<file path="config.mk">
export PLATFORM = sky130hd
export DESIGN_NAME = shifting_fifo_queue_flat
export DESIGN_NICKNAME = d
export VERILOG_FILES = /design/src/hw/rtl/sfq_pkg.sv /design/src/hw/rtl/sfq_if.sv /design/src/hw/rtl/sfq_front.sv /design/src/hw/rtl/sfq_back.sv /design/src/hw/rtl/shifting_fifo_queue.sv /design/src/flat_wrapper.sv
export VERILOG_INCLUDE_DIRS = /design/src /design/src/hw/rtl
export SDC_FILE = /design/constraint.sdc
export NUM_CORES = 1
export LEC_CHECK = 0
export ABC_AREA = 1
export CORE_ASPECT_RATIO = 0.5
export CORE_UTILIZATION = 30
export DETAILED_ROUTE_END_ITERATION = 8
export DONT_BUFFER_PORTS = 1
export PLACE_DENSITY = 0.47
export SETUP_SLACK_MARGIN = 0.2
export SYNTH_ARGS = -nofsm -noshare
export SYNTH_HDL_FRONTEND = slang
export SYNTH_SLANG_ARGS = --single-unit
</file>
<file path="constraint.sdc">
create_clock -name clk -period 6.35 [get_ports clk]
set_input_delay 0.635 -clock clk [delete_from_list [all_inputs] [get_ports clk]]
set_output_delay 0.635 -clock clk [all_outputs]
set_load 0.05 [all_outputs]
</file>
<file path="src/hw/rtl/shifting_fifo_queue_defines.svh">
// Assertion macros for the shifting FIFO queue.
// Used by the top level; no dependencies.
`ifndef SHIFTING_FIFO_QUEUE_DEFINES_SVH
`define SHIFTING_FIFO_QUEUE_DEFINES_SVH

`ifndef SYNTH
// cond must hold at every edge out of reset
`define SFQ_ASSERT_ALWAYS(lbl, cond, msg) \
  lbl: assert property (@(posedge clk) disable iff (!rst_n) (cond)) else $error(msg);
// cons must hold at the same edge as ante
`define SFQ_ASSERT_IMPLY(lbl, ante, cons, msg) \
  lbl: assert property (@(posedge clk) disable iff (!rst_n) (ante) |-> (cons)) else $error(msg);
// cons must hold in the cycle after ante
`define SFQ_ASSERT_NEXT(lbl, ante, cons, msg) \
  lbl: assert property (@(posedge clk) disable iff (!rst_n) (ante) |=> (cons)) else $error(msg);
`else
`define SFQ_ASSERT_ALWAYS(lbl, cond, msg)
`define SFQ_ASSERT_IMPLY(lbl, ante, cons, msg)
`define SFQ_ASSERT_NEXT(lbl, ante, cons, msg)
`endif

`endif

</file>
<file path="src/hw/rtl/sfq_pkg.sv">
// Types and constants shared by the shifting FIFO queue modules.
// No dependencies.
package sfq_pkg;

  localparam int CMD_W   = 2;
  localparam int VALUE_W = 32;
  localparam int ITEM_W  = 31;
  localparam int DBL_W   = 32;
  localparam int POS_W   = 4;
  localparam int STAT_W  = 2;

  typedef enum logic [CMD_W-1:0] {
    CMD_ENQ   = 2'd0,
    CMD_DEQ   = 2'd1,
    CMD_FLUSH = 2'd2,
    CMD_LIST  = 2'd3
  } cmd_e;

  typedef enum logic [STAT_W-1:0] {
    ST_OK    = 2'd0,
    ST_FULL  = 2'd1,
    ST_EMPTY = 2'd2,
    ST_NEG   = 2'd3
  } status_e;

  typedef enum logic {
    BK_RUN  = 1'b0,
    BK_DUMP = 1'b1
  } bk_state_e;

  // decoded command as it waits between front and back
  typedef struct packed {
    cmd_e              cmd;
    logic              neg;
    logic [ITEM_W-1:0] value;
  } op_t;

  typedef struct packed {
    status_e           status;
    logic [ITEM_W-1:0] item;
    logic [DBL_W-1:0]  doubled;
    logic [POS_W-1:0]  position;
    logic              last;
  } res_t;

endpackage

</file>
<file path="src/hw/rtl/sfq_if.sv">
// Valid/ready channel interfaces for the shifting FIFO queue.
// Depends on sfq_pkg for field widths.
interface sfq_in_if import sfq_pkg::*; ();
  logic                      valid;
  logic                      ready;
  logic [CMD_W-1:0]          command;
  logic signed [VALUE_W-1:0] value;

  modport source (output valid, output command, output value, input ready);
  modport sink (input valid, input command, input value, output ready);
endinterface

interface sfq_out_if import sfq_pkg::*; ();
  logic              valid;
  logic              ready;
  logic [STAT_W-1:0] status;
  logic [ITEM_W-1:0] item;
  logic [DBL_W-1:0]  doubled;
  logic [POS_W-1:0]  position;
  logic              last;

  modport source (output valid, output status, output item, output doubled,
                  output position, output last, input ready);
  modport sink (input valid, input status, input item, input doubled,
                input position, input last, output ready);
endinterface

</file>
<file path="src/hw/rtl/sfq_front.sv">
// Front end: decodes input commands and holds them in a two-entry op queue.
// Depends on sfq_pkg and sfq_in_if.
module sfq_front import sfq_pkg::*; (
  input  logic     clk,
  input  logic     rst_n,
  sfq_in_if.sink   in_ch,
  output logic     op_valid,
  output op_t      op,
  input  logic     op_ready
);

  op_t        q_r [2];
  logic       wr_ptr_r;
  logic       rd_ptr_r;
  logic [1:0] fill_r;
  logic       push;
  logic       pop;
  op_t        dec;

  always_comb begin
    dec.cmd   = cmd_e'(in_ch.command);
    dec.neg   = in_ch.value[VALUE_W-1];
    dec.value = in_ch.value[ITEM_W-1:0];
  end

  assign in_ch.ready = (fill_r != 2'd2);
  assign push        = in_ch.valid && in_ch.ready;
  assign op_valid    = (fill_r != 2'd0);
  assign pop         = op_valid && op_ready;
  assign op          = q_r[rd_ptr_r];

  always_ff @(posedge clk) begin
    if (push) begin
      q_r[wr_ptr_r] <= dec;
    end
  end

  always_ff @(posedge clk) begin
    if (!rst_n) begin
      wr_ptr_r <= 1'b0;
      rd_ptr_r <= 1'b0;
      fill_r   <= 2'd0;
    end else begin
      if (push) begin
        wr_ptr_r <= ~wr_ptr_r;
      end
      if (pop) begin
        rd_ptr_r <= ~rd_ptr_r;
      end
      if (push && !pop) begin
        fill_r <= fill_r + 2'd1;
      end else if (pop && !push) begin
        fill_r <= fill_r - 2'd1;
      end
    end
  end

endmodule

</file>
<file path="src/hw/rtl/sfq_back.sv">
// Back end: shift-register queue storage, command execution and result register.
// Depends on sfq_pkg and sfq_out_if.
module sfq_back import sfq_pkg::*; #(
  parameter int DEPTH = 16
) (
  input  logic                         clk,
  input  logic                         rst_n,
  input  logic                         op_valid,
  input  op_t                          op,
  output logic                         op_ready,
  sfq_out_if.source                    out_ch,
  output logic [$clog2(DEPTH+1)-1:0]   count
);

  localparam int CNT_W = $clog2(DEPTH + 1);

  logic [ITEM_W-1:0] ent_r   [DEPTH];
  logic [ITEM_W-1:0] ent_nxt [DEPTH];
  logic [ITEM_W-1:0] shl_w   [DEPTH];

  bk_state_e         state_r, state_nxt;
  logic [CNT_W-1:0]  count_r, count_nxt;
  logic [CNT_W-1:0]  rem_r, rem_nxt;
  logic [POS_W-1:0]  pos_r, pos_nxt;
  logic              flush_r, flush_nxt;
  res_t              res_r, res_nxt;
  logic              res_vld_r;

  logic              adv;
  logic              load;
  logic              shift;
  logic              recirc;
  logic              wr;
  logic [ITEM_W-1:0] head;

  assign head = ent_r[0];
  assign adv  = !res_vld_r || out_ch.ready;

  always_comb begin
    state_nxt = state_r;
    count_nxt = count_r;
    rem_nxt   = rem_r;
    pos_nxt   = pos_r;
    flush_nxt = flush_r;
    res_nxt   = '0;
    res_nxt.status = ST_OK;
    res_nxt.last   = 1'b1;
    op_ready  = 1'b0;
    load      = 1'b0;
    shift     = 1'b0;
    recirc    = 1'b0;
    wr        = 1'b0;
    unique case (state_r)
      BK_RUN: begin
        if (op_valid && adv) begin
          op_ready = 1'b1;
          load     = 1'b1;
          unique case (op.cmd)
            CMD_ENQ: begin
              if (count_r == CNT_W'(DEPTH)) begin
                res_nxt.status = ST_FULL;
              end else if (op.neg) begin
                res_nxt.status = ST_NEG;
              end else begin
                wr        = 1'b1;
                count_nxt = count_r + CNT_W'(1);
              end
            end
            CMD_DEQ: begin
              if (count_r == '0) begin
                res_nxt.status = ST_EMPTY;
              end else begin
                res_nxt.item    = head;
                res_nxt.doubled = {head, 1'b0};
                shift           = 1'b1;
                count_nxt       = count_r - CNT_W'(1);
              end
            end
            CMD_FLUSH, CMD_LIST: begin
              if (count_r == '0) begin
                res_nxt.status = ST_EMPTY;
              end else begin
                // emit the head and rotate it to the tail
                res_nxt.item = head;
                res_nxt.last = (count_r == CNT_W'(1));
                shift        = 1'b1;
                recirc       = 1'b1;
                if (count_r == CNT_W'(1)) begin
                  if (op.cmd == CMD_FLUSH) begin
                    count_nxt = '0;
                  end
                end else begin
                  state_nxt = BK_DUMP;
                  rem_nxt   = count_r - CNT_W'(1);
                  pos_nxt   = POS_W'(1);
                  flush_nxt = (op.cmd == CMD_FLUSH);
                end
              end
            end
          endcase
        end
      end
      BK_DUMP: begin
        if (adv) begin
          load             = 1'b1;
          res_nxt.item     = head;
          res_nxt.position = pos_r;
          res_nxt.last     = (rem_r == CNT_W'(1));
          shift            = 1'b1;
          recirc           = 1'b1;
          pos_nxt          = pos_r + POS_W'(1);
          rem_nxt          = rem_r - CNT_W'(1);
          if (rem_r == CNT_W'(1)) begin
            state_nxt = BK_RUN;
            if (flush_r) begin
              count_nxt = '0;
            end
          end
        end
      end
    endcase
  end

  // per-entry next value: shift toward the head, refill the tail, or append
  for (genvar i = 0; i < DEPTH; i++) begin : g_ent
    if (i < DEPTH - 1) begin : g_mid
      assign shl_w[i] = ent_r[i+1];
    end else begin : g_end
      assign shl_w[i] = ent_r[i];
    end

    always_comb begin
      ent_nxt[i] = ent_r[i];
      if (shift) begin
        if (recirc && count_r == CNT_W'(i + 1)) begin
          ent_nxt[i] = head;
        end else begin
          ent_nxt[i] = shl_w[i];
        end
      end else if (wr && count_r == CNT_W'(i)) begin
        ent_nxt[i] = op.value;
      end
    end

    always_ff @(posedge clk) begin
      ent_r[i] <= ent_nxt[i];
    end
  end

  always_ff @(posedge clk) begin
    if (load) begin
      res_r <= res_nxt;
    end
    rem_r   <= rem_nxt;
    pos_r   <= pos_nxt;
    flush_r <= flush_nxt;
  end

  always_ff @(posedge clk) begin
    if (!rst_n) begin
      state_r   <= BK_RUN;
      count_r   <= '0;
      res_vld_r <= 1'b0;
    end else begin
      state_r <= state_nxt;
      count_r <= count_nxt;
      if (load) begin
        res_vld_r <= 1'b1;
      end else if (out_ch.ready) begin
        res_vld_r <= 1'b0;
      end
    end
  end

  assign out_ch.valid    = res_vld_r;
  assign out_ch.status   = res_r.status;
  assign out_ch.item     = res_r.item;
  assign out_ch.doubled  = res_r.doubled;
  assign out_ch.position = res_r.position;
  assign out_ch.last     = res_r.last;
  assign count           = count_r;

endmodule

</file>
<file path="src/hw/rtl/shifting_fifo_queue.sv">
// Shifting FIFO queue of up to DEPTH non-negative 31-bit values. Commands are
// enqueue, dequeue (returns the head and twice the head), flush (dumps every
// entry in order, then empties) and list (dumps every entry, keeps them). Each
// accepted command yields one transfer on the result channel, except a dump
// of N entries, which yields N transfers; the final one of each command has
// last set, and an empty queue answers dequeue, flush and list with a single
// empty status. Commands pass through a two-entry queue into the execution
// stage, and results leave through an output register, so enqueue and dequeue
// sustain one command per cycle while the result channel is ready. A dump
// occupies the execution stage until all of its entries have gone out: the
// storage is a shift register and every dumped entry is one rotation of it
// out of the head. No initialization pass is needed after reset.
`include "shifting_fifo_queue_defines.svh"
// Depends on sfq_pkg, sfq_if, sfq_front and sfq_back.
module shifting_fifo_queue import sfq_pkg::*; #(
  parameter int DEPTH = 16
) (
  input  logic      clk,
  input  logic      rst_n,
  sfq_in_if.sink    in_ch,
  sfq_out_if.source out_ch
);

  localparam int CNT_W = $clog2(DEPTH + 1);

  logic             op_valid;
  logic             op_ready;
  op_t              op;
  logic [CNT_W-1:0] count;

  sfq_front u_front (
    .clk      (clk),
    .rst_n    (rst_n),
    .in_ch    (in_ch),
    .op_valid (op_valid),
    .op       (op),
    .op_ready (op_ready)
  );

  sfq_back #(
    .DEPTH (DEPTH)
  ) u_back (
    .clk      (clk),
    .rst_n    (rst_n),
    .op_valid (op_valid),
    .op       (op),
    .op_ready (op_ready),
    .out_ch   (out_ch),
    .count    (count)
  );

  `SFQ_ASSERT_ALWAYS(a_count_bound, count <= CNT_W'(DEPTH), "queue count above DEPTH")
  `SFQ_ASSERT_IMPLY(a_pop_valid, op_ready, op_valid, "back popped an empty op queue")
  `SFQ_ASSERT_IMPLY(a_mid_dump_ok, out_ch.valid && !out_ch.last,
                    out_ch.status == ST_OK, "non-final result without ok status")
  `SFQ_ASSERT_NEXT(a_deq_shrinks,
                   op_valid && op_ready && op.cmd == CMD_DEQ && count != '0,
                   count == $past(count) - CNT_W'(1), "dequeue did not shrink queue")

endmodule
</file>
<file path="src/flat_wrapper.sv">
// flat-port wrapper written by rule: the top's interface ports become plain ports
module shifting_fifo_queue_flat import sfq_pkg::*;
#(
  parameter int DEPTH = 16
)
  (clk, rst_n, in_ch_valid, in_ch_command, in_ch_value, in_ch_ready, out_ch_valid, out_ch_status, out_ch_item, out_ch_doubled, out_ch_position, out_ch_last, out_ch_ready);
  sfq_in_if in_ch_i ();
  sfq_out_if out_ch_i ();
  input  logic clk;
  input  logic rst_n;
  input wire logic [$bits(in_ch_i.valid)-1:0] in_ch_valid;
  input wire logic [$bits(in_ch_i.command)-1:0] in_ch_command;
  input wire logic [$bits(in_ch_i.value)-1:0] in_ch_value;
  output wire logic [$bits(in_ch_i.ready)-1:0] in_ch_ready;
  output wire logic [$bits(out_ch_i.valid)-1:0] out_ch_valid;
  output wire logic [$bits(out_ch_i.status)-1:0] out_ch_status;
  output wire logic [$bits(out_ch_i.item)-1:0] out_ch_item;
  output wire logic [$bits(out_ch_i.doubled)-1:0] out_ch_doubled;
  output wire logic [$bits(out_ch_i.position)-1:0] out_ch_position;
  output wire logic [$bits(out_ch_i.last)-1:0] out_ch_last;
  input wire logic [$bits(out_ch_i.ready)-1:0] out_ch_ready;
  assign in_ch_i.valid = in_ch_valid;
  assign in_ch_i.command = in_ch_command;
  assign in_ch_i.value = in_ch_value;
  assign in_ch_ready = in_ch_i.ready;
  assign out_ch_valid = out_ch_i.valid;
  assign out_ch_status = out_ch_i.status;
  assign out_ch_item = out_ch_i.item;
  assign out_ch_doubled = out_ch_i.doubled;
  assign out_ch_position = out_ch_i.position;
  assign out_ch_last = out_ch_i.last;
  assign out_ch_i.ready = out_ch_ready;
  shifting_fifo_queue #(.DEPTH(DEPTH)) u_core (.clk(clk), .rst_n(rst_n), .in_ch(in_ch_i), .out_ch(out_ch_i));
endmodule
</file>
==> out/qor.yml <==
detailed_routing:
  num_vias: 25200
  detail_route.wl_per_cell_um: 21.5
  drtIter0Drc: 2932
  via_per_inst: 5.01
  drtAntennaViolNets: 0
  wirelength_um: 108000
  drtPass1Iterations: 9
  drc: 2
synth:
  synth_adder_area_share_pct: 0.383
  synth-seq-cells: 655
  syn_area_um2: 32700
  synth-xor-area-share_pct: 0.161
  synth_cell_type_count: 35
  synth_edf_count: 643
  netlist_top_cells_area: "edfxtp_1, nand3_1, nand2_1, inv_1, buf_2"
  synth_top_family_by_area: "simple AND/OR/NAND/NOR gates"
  synth_nets: 3736
  synthCells: 3688
  synthSimpleGateAreaFrac_pct: 28.8
  synth_compound_area_share_pct: 1.02
  synth_mux_area_share_pct: 0
  synth_top_area_share_pct: 59.1
  yosys_warnings: 0
  yosys.area.top_type: "edfxtp_1"
  ys.flop_type: "edfxtp_1"
  seq_area_frac_synth_pct: 59.8
  async_flop_share_pct: 0
  syn_area_per_cell_um2: 8.86
clock_tree:
  cts.reportedPaths.clkPinSlew_ns: 0.06
  postCtsHoldBufs: 0
  clock_path_buffers: 3
  worstSkewPairLatency_ns: 0.65
  cts_setup_buffers: 0
  cts_resized: 0
  clock-sinks: 655
  cts_made_buffers: 71
  cts_tree: "done"
  htree_levels: 3
  cts_root_buf: "clkbuf_16"
worst_setup_path:
  cpMostUsedCell: "nand2_2"
  required_ns: 6.40
  startpoint_type: "register"
  cp_num_buf_inv: 3
  worstSetupEndpointType: "register"
  crit_fanout: 85
  critPathArrivalTime_ns: 4.59
  critPathTopFamily: "simple AND/OR/NAND/NOR gates"
  path_cells: "buf_4 -> inv_4 -> nand2_1 -> nand2_2 -> nor2_4 -> nor2_2 -> nand2_2 -> nand2_8 -> inv_6 -> nand2_2"
  max_stage_delay_ns: 1.06
  slowest_stage: "nand2_2"
  path_class: "reg -> reg"
sta:
  timing.hold.ws_ns: 0.0773
  slew_violations: 0
  timing.setup.tns_ns: 0
  relSlewSlack_pct: 11.1
  finalCritPeriodShare_pct: 71.5
  rsz0062_at_grt: "no"
  final-setup-viol-count: 0
  fin_skew_ns: 0.0243
  hold_viol_final: 0
  post-route-min-period_ns: 4.54
  clock.fmax_ghz: 0.220
  worstMarginPinSlew_ns: 1.33
pwr:
  seqPwrFrac_pct: 40.8
  total_power_w: 0.0239
  peakVddDrop_mv: 0.496
  powerDensity_nw_per_um2: 663
  power_switching_w: 0.0110
  p_comb_share_pct: 41.7
  switching_share_pct: 46.0
  p_int_w: 0.0129
  p_leak_nw: 15.4
  pwr-share-clk_pct: 17.6
global_route:
  grt_pass1_wl_um: 158000
  grt_max_degree: 165
  grtUsageTotal_pct: 19.2
  grt_pass1_vias: 23400
  antenna_found_initial: 0
  overflow: 0
placed_design:
  io_buffer_count: 0
  hpwl_um: 59800
  place_congestion: 0.792
floorplan:
  die_w_um: 469
  dieArea_um2: 110000
  core_um2: 108000
  start_util_pct: 30.3
  die_y_um: 235
  io_pins: 110
  rows: 85
status:
  status: "finished with violations"
  violations: "DRC"
final_layout:
  nets: 3584
  drive_gt1_share_pct: 6.27
  syn_to_final_growth_pct: 10.3
  layout_commonest_cell: "nand2_1"
  layout_common_cells: "nand2_1, nand3_1, edfxtp_1, inv_1, nor2_1"
  diodes: 0
job:
  maxCapViolCount: 0
worst_hold_path:
  hold_path_class: "in -> reg"
worst reg2reg max path, cell delays in order, from the launching register on:
cell,delay [ns]
dfxtp_1,0.31
buf_4,0.36
inv_4,0.26
nand2_1,0.14
nand2_2,0.11
nor2_4,0.18
nor2_2,0.06
nand2_2,0.11
nand2_8,0.35
inv_6,0.93
nand2_2,1.12
routing by layer:
| metal | vias up | wire (um) | track usage, % |
|---|---|---|---|
| li1 | 11700 | - | - |
| met5 | - | 0 | 0 |
| met2 | 898 | 48200 | 29.4 |
| met1 | 12400 | 48900 | 27.3 |
| met4 | 0 | 2750 | 5.39 |
| met3 | 144 | 8160 | 4.02 |
cell families after synthesis:
kind of cell / after synthesis
XOR/XNOR: 6
other: 1
AND/OR/NAND/NOR: 2171
AO/OA/AOI/OAI: 63
adder cells (fa/ha/maj): 10
flip-flops: 655
buffers and inverters: 782
flip-flops by register name, summed over array words and instances, names as in the netlist, named ones only:
name,flops
u_core.u_back.ent_r,496
u_core.u_front.wr_ptr_r,1
u_core.u_back.out_ch.doubled,31
u_core.u_front.q_r,68
u_core.u_front.fill_r,2
u_core.u_back.out_ch.valid,1
u_core.u_back.rem_r,5
u_core.u_back.out_ch.item,31
u_core.u_back.state_r,1
u_core.u_back.out_ch.position,4
u_core.u_back.count,5
u_core.u_back.out_ch.status,2
u_core.u_back.pos_r,4
u_core.u_front.rd_ptr_r,1
u_core.u_back.flush_r,1
u_core.u_back.out_ch.last,1
through the flow:
step | util, % | cells | cell area [um^2] | setup WS [ns]
CTS | 33.4 | 5024 | 36000 | 1.73
global route | 33.4 | 5024 | 36000 | 1.45
finish | 33.4 | 5024 | 36000 | 1.81
global placement | 31.3 | 4898 | 33800 | 1.79
detailed placement | 31.3 | 4898 | 33800 | 1.72
floorplan | - | 3688 | 32700 | 2.49
cell type report:
| class | instances | area (um^2) |
|---|---|---|
| inverter | 508 | 1910 |
| clock inverter | 32 | 313 |
| clock buffer | 94 | 1950 |
| timing repair buffer | 49 | 393 |
| tap | 1435 | 1800 |
| multi-input combinational | 2251 | 10100 |
| fill | 11100 | 71800 |
| sequential | 655 | 19500 |
power by group through the flow:
stage	Combinational, W	Sequential [W]	Clock, W
3_3_place_gp	0.00978	0.00980	0
5_1_grt	0.0109	0.00994	0.00445
3_5_place_dp	0.00993	0.00982	0
2_1_floorplan	0.00671	0.00965	0
4_1_cts	0.00994	0.00976	0.00430
6_report	0.00996	0.00974	0.00420
path summary, 6_finish.rpt:
| kind | from | slack (ns) | depth (start not counted) | to |
|---|---|---|---|---|
| setup / recovery | register | 1.81 | 10 | u_core.u_back.ent_r[1][209]$_DFFE_PP_ |
| hold / removal | in_ch_value[23] | 0.08 | 0 | u_core.u_front.q_r[0][23]$_DFFE_PP_ |
| setup reg to reg | register | 1.81 | 10 | u_core.u_back.ent_r[1][209]$_DFFE_PP_ |
| hold reg to reg | u_core.u_front.rd_ptr_r$_SDFFE_PN0P_ | 0.49 | 1 | u_core.u_front.rd_ptr_r$_SDFFE_PN0P_ |
synthesized netlist by cell type, types with 4 or more instances:
| cell type | number |
|---|---|
| ha_1 | 10 |
| nor2_1 | 116 |
| xor2_1 | 4 |
| nand2_4 | 7 |
| clkbuf_1 | 93 |
| o21ai_0 | 42 |
| inv_1 | 472 |
| edfxtp_1 | 643 |
| clkinv_1 | 31 |
| buf_6 | 6 |
| nand2_2 | 25 |
| nand3_1 | 881 |
| buf_2 | 171 |
| a21oi_1 | 12 |
| nand2_1 | 1131 |
| dfxtp_1 | 12 |
(Power assumes the default switching activity.)
